**config.mk**
```make
export PLATFORM = sky130hd
export DESIGN_NAME = dual_queue_balanced_enqueue_unit
export DESIGN_NICKNAME = d
export VERILOG_FILES = /design/src/hw/rtl/dqbe_pkg.sv /design/src/hw/rtl/dual_queue_balanced_enqueue_unit.sv /design/src/hw/rtl/dqbe_ctrl.sv /design/src/hw/rtl/dqbe_datapath.sv
export SDC_FILE = /design/constraint.sdc
export NUM_CORES = 1
export LEC_CHECK = 0
export BUFFER_PORTS_ARGS = -buffer_cell sky130_fd_sc_hd__buf_2
export CAP_MARGIN = 15
export CORE_UTILIZATION = 50
export DETAILED_ROUTE_END_ITERATION = 10
export MAX_ROUTING_LAYER = met4
export PLACE_DENSITY = 0.7
export SLEW_MARGIN = 25
export SYNTH_ARGS = -nofsm -noshare
export SYNTH_HDL_FRONTEND = slang
export SYNTH_SLANG_ARGS = --single-unit
```
**constraint.sdc**
```tcl
create_clock -name clk -period 3.72 [get_ports clk]
set_input_delay 0.372 -clock clk [delete_from_list [all_inputs] [get_ports clk]]
set_output_delay 0.372 -clock clk [all_outputs]
set_load 0.1 [all_outputs]
```
**src/hw/rtl/dqbe_pkg.sv**
```systemverilog
// Shared types and constants for the dual queue balanced enqueue unit.
// No dependencies.
package dqbe_pkg;

  localparam int QUEUE_DEPTH_DEF = 8;
  localparam int ENTRY_WIDTH_DEF = 32;
  localparam int DATA_W          = 32;
  localparam int CNT_OUT_W       = 4;

  typedef logic [1:0] func_t;
  localparam func_t FUNC_ADD        = 2'd0;
  localparam func_t FUNC_REM_FIRST  = 2'd1;
  localparam func_t FUNC_REM_SECOND = 2'd2;
  localparam func_t FUNC_NOP        = 2'd3;

  typedef logic [1:0] status_t;
  localparam status_t STAT_DONE  = 2'd0;
  localparam status_t STAT_DROP  = 2'd1;
  localparam status_t STAT_EMPTY = 2'd2;

  typedef enum logic {
    CTRL_IDLE,
    CTRL_HOLD
  } ctrl_state_t;

  typedef struct packed {
    logic load;
  } dqbe_cmd_t;

endpackage

```
**src/hw/rtl/dual_queue_balanced_enqueue_unit.sv**
```systemverilog
// Top level of the dual queue balanced enqueue unit.
// Depends on dqbe_pkg, dqbe_ctrl and dqbe_datapath.
//
//   channel | handshake            | payload
//   --------+----------------------+---------------------------------------------
//   in      | in_valid / in_ready  | func, entry_data
//   out     | out_valid / out_ready| status, queue_used, removed_data,
//           |                      | count_first, count_second
//
// One transaction per cycle; the result is registered and shows the cycle
// after acceptance. Both queue updates and the result register load in that
// single edge. A held result blocks input only while out_ready is low.
// Reset empties both queues; entry storage is not cleared.
module dual_queue_balanced_enqueue_unit #(
  parameter int QUEUE_DEPTH = dqbe_pkg::QUEUE_DEPTH_DEF,
  parameter int ENTRY_WIDTH = dqbe_pkg::ENTRY_WIDTH_DEF
) (
  input  logic                           clk,
  input  logic                           rst,
  input  logic                           in_valid,
  output logic                           in_ready,
  input  dqbe_pkg::func_t                func,
  input  logic [dqbe_pkg::DATA_W-1:0]    entry_data,
  output logic                           out_valid,
  input  logic                           out_ready,
  output dqbe_pkg::status_t              status,
  output logic                           queue_used,
  output logic [dqbe_pkg::DATA_W-1:0]    removed_data,
  output logic [dqbe_pkg::CNT_OUT_W-1:0] count_first,
  output logic [dqbe_pkg::CNT_OUT_W-1:0] count_second
);
  import dqbe_pkg::*;

  dqbe_cmd_t cmd;

  dqbe_ctrl u_ctrl (
    .clk       (clk),
    .rst       (rst),
    .in_valid  (in_valid),
    .in_ready  (in_ready),
    .out_valid (out_valid),
    .out_ready (out_ready),
    .cmd       (cmd)
  );

  dqbe_datapath #(
    .QUEUE_DEPTH (QUEUE_DEPTH),
    .ENTRY_WIDTH (ENTRY_WIDTH)
  ) u_datapath (
    .clk          (clk),
    .rst          (rst),
    .cmd          (cmd),
    .func         (func),
    .entry_data   (entry_data),
    .status       (status),
    .queue_used   (queue_used),
    .removed_data (removed_data),
    .count_first  (count_first),
    .count_second (count_second)
  );

endmodule

```
**src/hw/rtl/dqbe_ctrl.sv**
```systemverilog
// Handshake controller: accepts transactions and tracks the result register.
// Depends on dqbe_pkg.
module dqbe_ctrl (
  input  logic             clk,
  input  logic             rst,
  input  logic             in_valid,
  output logic             in_ready,
  output logic             out_valid,
  input  logic             out_ready,
  output dqbe_pkg::dqbe_cmd_t cmd
);
  import dqbe_pkg::*;

  ctrl_state_t state, state_next;
  logic        accept;

  assign accept = in_valid && in_ready;

  always_ff @(posedge clk) begin
    if (rst) begin
      state <= CTRL_IDLE;
    end else begin
      state <= state_next;
    end
  end

  always_comb begin
    state_next = state;
    unique case (state)
      CTRL_IDLE: begin
        if (accept) state_next = CTRL_HOLD;
      end
      CTRL_HOLD: begin
        if (out_ready && !accept) state_next = CTRL_IDLE;
      end
      default: state_next = CTRL_IDLE;
    endcase
  end

  always_comb begin
    out_valid = 1'b0;
    in_ready  = 1'b0;
    unique case (state)
      CTRL_IDLE: begin
        in_ready = 1'b1;
      end
      CTRL_HOLD: begin
        out_valid = 1'b1;
        in_ready  = out_ready;
      end
      default: begin
        out_valid = 1'b0;
        in_ready  = 1'b0;
      end
    endcase
    cmd.load = in_valid && in_ready;
  end

endmodule

```
**src/hw/rtl/dqbe_datapath.sv**
```systemverilog
// Datapath: two shift-register queues, their counts and the result register.
// Depends on dqbe_pkg.
module dqbe_datapath #(
  parameter int QUEUE_DEPTH = dqbe_pkg::QUEUE_DEPTH_DEF,
  parameter int ENTRY_WIDTH = dqbe_pkg::ENTRY_WIDTH_DEF
) (
  input  logic                              clk,
  input  logic                              rst,
  input  dqbe_pkg::dqbe_cmd_t               cmd,
  input  dqbe_pkg::func_t                   func,
  input  logic [dqbe_pkg::DATA_W-1:0]       entry_data,
  output dqbe_pkg::status_t                 status,
  output logic                              queue_used,
  output logic [dqbe_pkg::DATA_W-1:0]       removed_data,
  output logic [dqbe_pkg::CNT_OUT_W-1:0]    count_first,
  output logic [dqbe_pkg::CNT_OUT_W-1:0]    count_second
);
  import dqbe_pkg::*;

  localparam int CW = $clog2(QUEUE_DEPTH + 1);
  localparam logic [CW-1:0] DEPTH_C = CW'(QUEUE_DEPTH);

  logic [ENTRY_WIDTH-1:0] first_entries  [QUEUE_DEPTH];
  logic [ENTRY_WIDTH-1:0] second_entries [QUEUE_DEPTH];
  logic [CW-1:0]          first_count, second_count;
  logic [CW-1:0]          first_count_next, second_count_next;

  logic                   push1, push2, pop1, pop2;
  logic                   full1, full2;
  status_t                status_next;
  logic                   used_next;
  logic [DATA_W-1:0]      removed_next;
  logic [ENTRY_WIDTH-1:0] wr_data;

  assign full1   = (first_count == DEPTH_C);
  assign full2   = (second_count == DEPTH_C);
  assign wr_data = ENTRY_WIDTH'(entry_data);

  always_comb begin
    push1        = 1'b0;
    push2        = 1'b0;
    pop1         = 1'b0;
    pop2         = 1'b0;
    status_next  = STAT_DONE;
    used_next    = 1'b0;
    removed_next = '0;
    case (func)
      FUNC_ADD: begin
        if (full1 && full2) begin
          status_next = STAT_DROP;
        end else if (first_count > second_count) begin
          push2     = 1'b1;
          used_next = 1'b1;
        end else begin
          push1 = 1'b1;
        end
      end
      FUNC_REM_FIRST: begin
        if (first_count == '0) begin
          status_next = STAT_EMPTY;
        end else begin
          pop1         = 1'b1;
          removed_next = DATA_W'(first_entries[0]);
        end
      end
      FUNC_REM_SECOND: begin
        used_next = 1'b1;
        if (second_count == '0) begin
          status_next = STAT_EMPTY;
        end else begin
          pop2         = 1'b1;
          removed_next = DATA_W'(second_entries[0]);
        end
      end
      default: begin
        status_next = STAT_DONE;
      end
    endcase
  end

  always_comb begin
    first_count_next  = first_count;
    second_count_next = second_count;
    if (push1) first_count_next = first_count + CW'(1);
    if (pop1)  first_count_next = first_count - CW'(1);
    if (push2) second_count_next = second_count + CW'(1);
    if (pop2)  second_count_next = second_count - CW'(1);
  end

  always_ff @(posedge clk) begin
    if (rst) begin
      first_count  <= '0;
      second_count <= '0;
    end else if (cmd.load) begin
      first_count  <= first_count_next;
      second_count <= second_count_next;
    end
  end

  always_ff @(posedge clk) begin
    if (cmd.load) begin
      status       <= status_next;
      queue_used   <= used_next;
      removed_data <= removed_next;
    end
  end

  // write at the tail, or shift toward the head on a removal
  always_ff @(posedge clk) begin
    for (int i = 0; i < QUEUE_DEPTH; i++) begin
      if (cmd.load) begin
        if (push1 && first_count == CW'(i)) begin
          first_entries[i] <= wr_data;
        end else if (pop1 && i < QUEUE_DEPTH - 1) begin
          first_entries[i] <= first_entries[(i + 1) % QUEUE_DEPTH];
        end
        if (push2 && second_count == CW'(i)) begin
          second_entries[i] <= wr_data;
        end else if (pop2 && i < QUEUE_DEPTH - 1) begin
          second_entries[i] <= second_entries[(i + 1) % QUEUE_DEPTH];
        end
      end
    end
  end

  assign count_first  = CNT_OUT_W'(first_count);
  assign count_second = CNT_OUT_W'(second_count);

`ifndef SYNTHESIS
  a_count_bound: assert property (@(posedge clk) disable iff (rst)
    first_count <= DEPTH_C && second_count <= DEPTH_C)
    else $error("queue count beyond depth");

  a_add_grows: assert property (@(posedge clk) disable iff (rst)
    (cmd.load && func == FUNC_ADD && !(full1 && full2)) |=>
    ((CW + 1)'(first_count) + (CW + 1)'(second_count) ==
     $past((CW + 1)'(first_count) + (CW + 1)'(second_count)) + (CW + 1)'(1)))
    else $error("add did not grow total count by one");

  a_empty_remove: assert property (@(posedge clk) disable iff (rst)
    (cmd.load && func == FUNC_REM_FIRST && first_count == '0) |=>
    (status == STAT_EMPTY && removed_data == '0 && first_count == '0))
    else $error("removal from empty queue one misreported");

  a_drop_keeps: assert property (@(posedge clk) disable iff (rst)
    (cmd.load && func == FUNC_ADD && full1 && full2) |=>
    (status == STAT_DROP && !queue_used && full1 && full2))
    else $error("dropped add changed state");
`endif

endmodule

```
== After elaboration in Yosys (flattened, before gate mapping) ==
Memory sizes are Yosys's and may differ from the RTL's.
Cells that the tools add are included.

* Register bits: 44
* Bits in latches: 0
* RAM bits: 512
* Memory bits (read-only): 0
* Input bits: 38
* Output and inout bits: 45
* Word-level logic and storage cells: 214
* Memories kept: 2

* $add $sub $neg: 4
* $mul: 0
* Div/mod/pow operators: 0
* $lt $le $gt $ge: 1
* Equal/unequal tests: 18
* Shift-type cells: 0
* Multiplexer cells: 139
* Bitwise gates (word level): 15
* Reduce and logical (&&, ||, !) cells: 29

{| class="wikitable"
|+ Memories
! memory !! depth !! width !! rd ports !! clocked after memory_dff !! wr ports !! line !! RTL
|-
| u_datapath.first_entries || 8 || 32 || 8 || 0 || 7 || dqbe_datapath.sv:23 || <nowiki>logic [ENTRY_WIDTH-1:0] first_entries [QUEUE_DEPTH];</nowiki>
|-
| u_datapath.second_entries || 8 || 32 || 8 || 0 || 7 || dqbe_datapath.sv:24 || <nowiki>logic [ENTRY_WIDTH-1:0] second_entries [QUEUE_DEPTH];</nowiki>
|}

{| class="wikitable"
|+ Operator list
! cell !! number
|-
| 32-bit 2-to-1 mux || 18
|-
| 1-bit 2-to-1 mux || 108
|-
| 32-bit one-hot mux with 2 select lines || 1
|-
| 32-bit OR reduction || 2
|-
| 4-bit by 3-bit == test with 1-bit output, second input constant || 8
|-
| 1-bit logical AND || 19
|-
| 4-bit by 2-bit == test with 1-bit output, second input constant || 4
|-
| 4-bit 2-to-1 mux || 4
|-
| 1-bit OR || 14
|-
| 4-bit by 1-bit adder with 4-bit output, second input constant || 2
|-
| 4-bit by 1-bit == test with 1-bit output, second input constant || 2
|-
| 4-bit == test, second input constant || 2
|-
| 4-bit logical NOT || 2
|-
| 4-bit by 1-bit subtractor with 4-bit output, second input constant || 2
|-
| 3-bit 2-to-1 mux || 2
|-
| 1-bit one-hot mux with 2 select lines || 3
|-
| 2-bit one-hot mux with 3 select lines || 1
|-
| 4-bit > comparator || 1
|-
| 2-bit 2-to-1 mux || 2
|-
| 2-bit AND reduction || 2
|-
| 2-bit nonzero test || 2
|-
| 2-bit by 1-bit == test with 1-bit output, second input constant || 1
|-
| 2-bit == test, second input constant || 1
|-
| 2-bit logical NOT || 1
|-
| other kinds (2) || 2
|}

== Logic depth before layout (Yosys ltp) ==
* Depth after elaboration: 10
* Mapped depth: 10
* Depth with buffers taken out: 7

== Modules after synthesis ==
A second synthesis with hierarchy kept.

* Cells, all modules: 1,422
* Area, all modules: 24,292.0 um2

{| class="wikitable"
|+ Modules (own cells, without submodules)
! module !! times used !! cells each !! area an instance (um2) !! seq. area each (um2)
|-
| dqbe_datapath || 1 || 1,417 || 24,237.0 || 16,585.9
|-
| dqbe_ctrl || 1 || 5 || 55.1 || 20.0
|}

== Least setup slack after synthesis ==
OpenSTA, ideal clock, no wires.

* Kind: reg2reg
* Start: register u_ctrl.state
* End: memory u_datapath.first_entries[1][100] (netlist name), enable pin
* Setup time: 0.391 ns
* Arrival: 4.328 ns
* Data required time: 3.329 ns
* Setup slack: -1.000 ns
* Cell stages (with the launch flop): 6
* Path buffers: 1
* Period minus slack after synthesis: 4.720 ns
* Cell sequence: dfxtp_1 -> nand2b_1 -> nand2_1 -> inv_1 -> clkbuf_1 -> and4_1

{| class="wikitable"
|+ RTL lines
! item !! line !! RTL
|-
| from (decl) || dqbe_ctrl.sv:14 || <nowiki>ctrl_state_t state, state_next;</nowiki>
|-
| from (signal assigned) || dqbe_ctrl.sv:23 || <nowiki>state <= state_next;</nowiki>
|-
| to (decl) || dqbe_datapath.sv:23 ||
|}

==> results summary <==
The number of global-route vias before repair came to 12,580. The starting utilization of the core area is 0.5067. The number of placed instances, taps included is 2,032. The sum of negative setup slack is 0 ns. The post-synthesis sequential area ratio is 0.6864. The detailed-route DRC error count is 0. The cell area after technology mapping came out at 24,190 µm². The number of violations reported at the end of detailed-routing iteration 0 came out at 800.

The CTS buffer count is 56. The routed via count is 11,940. The synthesis-stage register bit count is 556.

The number of top-level pins is between 80 and 90. The maximum number of pins on one net before global-route repair is 40. The count of buffers from port buffering came out at 82. Dividing the detail-routed wire length by the instance count gives 22.19 µm.

The total clock sinks came out at ~560. The share of the clock period used by the worst path after layout came out at 0.8473. The number of max-slew violations in the final report came out at 0. The transition time at the pin with the least slew margin is 0.8976 ns. The count of filler cells inserted in the layout came out at 3,522. At the worst endpoint, the arrival time is approximately 3.5 ns. The number of diodes came out at 0. Across the run, the number of max-cap violations was 0. The floorplan has 80 rows.

The number of distinct library cells after synthesis is 59. The cell accounting for the most synthesized area is edfxtp_1. The sort of element at the end of the critical path is a register. The core region area is 47,750 µm². The non-filler instance count after layout is 2,137. The total track usage came out at 0.2019. The final setup slack of the worst path came out at 0.5680 ns. The x dimension of the die is roughly 220 µm.

By area the synthesized netlist is led by edfxtp_1 (68%), mux2_2 (12%), mux2_4 (5.0%). The worst clock skew on the final layout came out at 0.01169 ns. The number of endpoints with negative hold slack in the final report is 0.

TritonCTS built the clock tree. For this run, the detailed router's first-pass iteration total came to 5. The timing-limited maximum frequency came out at 317.3 MHz. The time the worst path needs with I/O delays and setup came out at 3.152 ns.

The run finished with clean final reports. The count of endpoints failing setup in the final report came out at 0. The wire length reported by the detailed router is 47,430 µm. In this run the static leakage power is 9.137 nW.

The number of synthesis warnings came out at 0. The root buffer cell is clkbuf_16. The maximum buffer depth of the clock tree is 3. In this run, synthesis inferred ~550 flip-flops with an integrated enable. The required time of the worst setup path came out at 4.07 ns. The source-to-sink clock delay at the later pin of the worst-skew pair came out at 0.61 ns.

In the final design database the tool counted 1,531 nets. In the layout the commonest cells are edfxtp_1 (547), mux2_2 (263), nand2_1 (103). The share of synthesized area in the top cell type comes to 0.6790. The areal power density over the cells is 600.5 nW/µm². The post-CTS setup-driven buffer insertion count came out at 0. At the end of the flow the core is filled with cells to 0.5698. The floorplan die height is 222.0 µm. Of all nets on the critical path, the largest fanout is 32.

Setup repair after global routing left no endpoint under its margin. The CTS H-tree depth is 2. The commonest register cell after synthesis is edfxtp_1. The average cell area after synthesis came out at ~17 µm². The total nets after synthesis is 1,446. By startpoint and endpoint, the worst setup path is classified as register to register. The share of cells above drive strength 1 is 0.3857.

The clock slew seen by the registers of the worst setup and hold paths came out at 0.06 ns. The design draws approximately 16 mW. The worst slack after detailed placement came out at 0.6287 ns. Summed over all layers, the global routing overflow is 0. The number of cells produced by synthesis came out at 1,391.

The die area came out at 49,270 µm². In this run the remaining antenna-violating nets after routing total 0. The number of antenna violations at the first check in global routing came out at 0. After synthesis, the share of flip-flops with an asynchronous set or reset is 0. The worst setup path is launched from a register. The worst slew slack as a fraction of its limit is 0.4016. IR analysis of the VDD net gives a maximum drop of 421.3 µV. The placer's final routability congestion estimate is 0.8441. The min-delay analysis places its worst path in the category input port to register. The number of vias per cell is 5.589. The wire length of the first global-routing pass is 73,830 µm. Relative to the synthesized area, the layout overhead comes to 12.45%. Detailed placement ended at an HPWL of 27,790 µm. The leading cell type in the layout, fill and taps excluded is edfxtp_1.
-- critical path, stage by stage (launching register included) --
cell and delay [ns]:
dfxtp_1 0.45, inv_1 0.17, ha_1 0.32, nor2b_1 0.15, o211ai_1 0.46, a21oi_4 0.22, a31oi_4 0.22, buf_4 0.47
mux2_2 0.40
-- sequential cells by signal, indices dropped and copies added (netlist names) --
name / cells
u_datapath.count_first: 4
u_datapath.status: 2
u_ctrl.state: 1
u_datapath.removed_data: 32
u_datapath.count_second: 4
u_datapath.queue_used: 1
u_datapath.second_entries: 256
u_datapath.first_entries: 256
-- synthesized netlist by cell type, drive strengths merged, types with 5 or more instances --
| master | n |
|---|---|
| a31oi | 7 |
| nand2 | 106 |
| nand3 | 12 |
| buf | 44 |
| mux2 | 419 |
| nand4 | 9 |
| nor2b | 35 |
| a21oi | 24 |
| a22oi | 32 |
| clkbuf | 55 |
| dfxtp | 9 |
| nor2 | 14 |
| inv | 12 |
| nor3 | 6 |
| ha | 17 |
| nand2b | 5 |
| edfxtp | 547 |
-- metal layers --
layer  vias up  global-route usage  routed length (µm)
met5         -                   -                   0
met4         0             0.05085                 810
met1      6078              0.2502               20420
met2       262              0.3462               24230
met3        71             0.03194                1964
li1       5533                   -                   -
-- metrics by stage --
step	cell area, µm²	hold WS [ns]
2_1_floorplan	24340	0.4709
3_3_place_gp	25370	0.4967
3_5_place_dp	25370	0.5023
4_1_cts	27200	0.05264
5_1_grt	27200	0.09751
6_report	27200	0.08019
-- timing repair --
action / 4_1_cts / 5_1_grt
resized for setup: 0 / 0
hold endpoints to repair: 1 / 0
hold buffers: 1 / 0
-- final cells by class --
cell class / count / area (µm²) / area share
sequential: 556 / 16610 / 0.6105
multi-input combinational: 724 / 7151 / 0.2628
clock buffer: 73 / 1465 / 0.05386
timing repair buffer: 126 / 805.8 / 0.02962
tap: 615 / 769.5 / 0.02829
clock inverter: 31 / 361.6 / 0.01329
inverter: 12 / 45.04 / 0.001656
-- worst paths after layout --
check / cells past startpoint / slack (ns) / endpoint / from
worst max-delay path: 8 / 0.57 / u_datapath.second_entries[0][109]$_DFFE_PP_ / u_datapath.count_second[1]$_SDFFE_PP0P_
worst min-delay path: 3 / 0.08 / u_ctrl.state$_SDFF_PP0_ / out_ready
worst max register to register: 8 / 0.57 / u_datapath.second_entries[0][109]$_DFFE_PP_ / u_datapath.count_second[1]$_SDFFE_PP0P_
worst min register to register: 2 / 0.51 / u_datapath.second_entries[0][16]$_DFFE_PP_ / u_datapath.second_entries[0][48]$_DFFE_PP_
-- power breakdown --
part	switching, mW	leakage, nW	internal (mW)	total (mW)
sequential	0.159	5.05	7.59	7.75
clock	2.34	0.887	3.27	5.61
combinational	2.00	3.20	0.975	2.97
total	4.50	9.14	11.8	16.3
-- cells by family after synthesis --
family / after synthesis / synth area share
flops: 556 / 0.6864
fa+ha+maj: 17 / 0.008792
simple gates: 199 / 0.03946
mux: 419 / 0.2074
buf+inv: 111 / 0.02601
compound gates: 89 / 0.03186
Power figures use the tool's default switching activity.
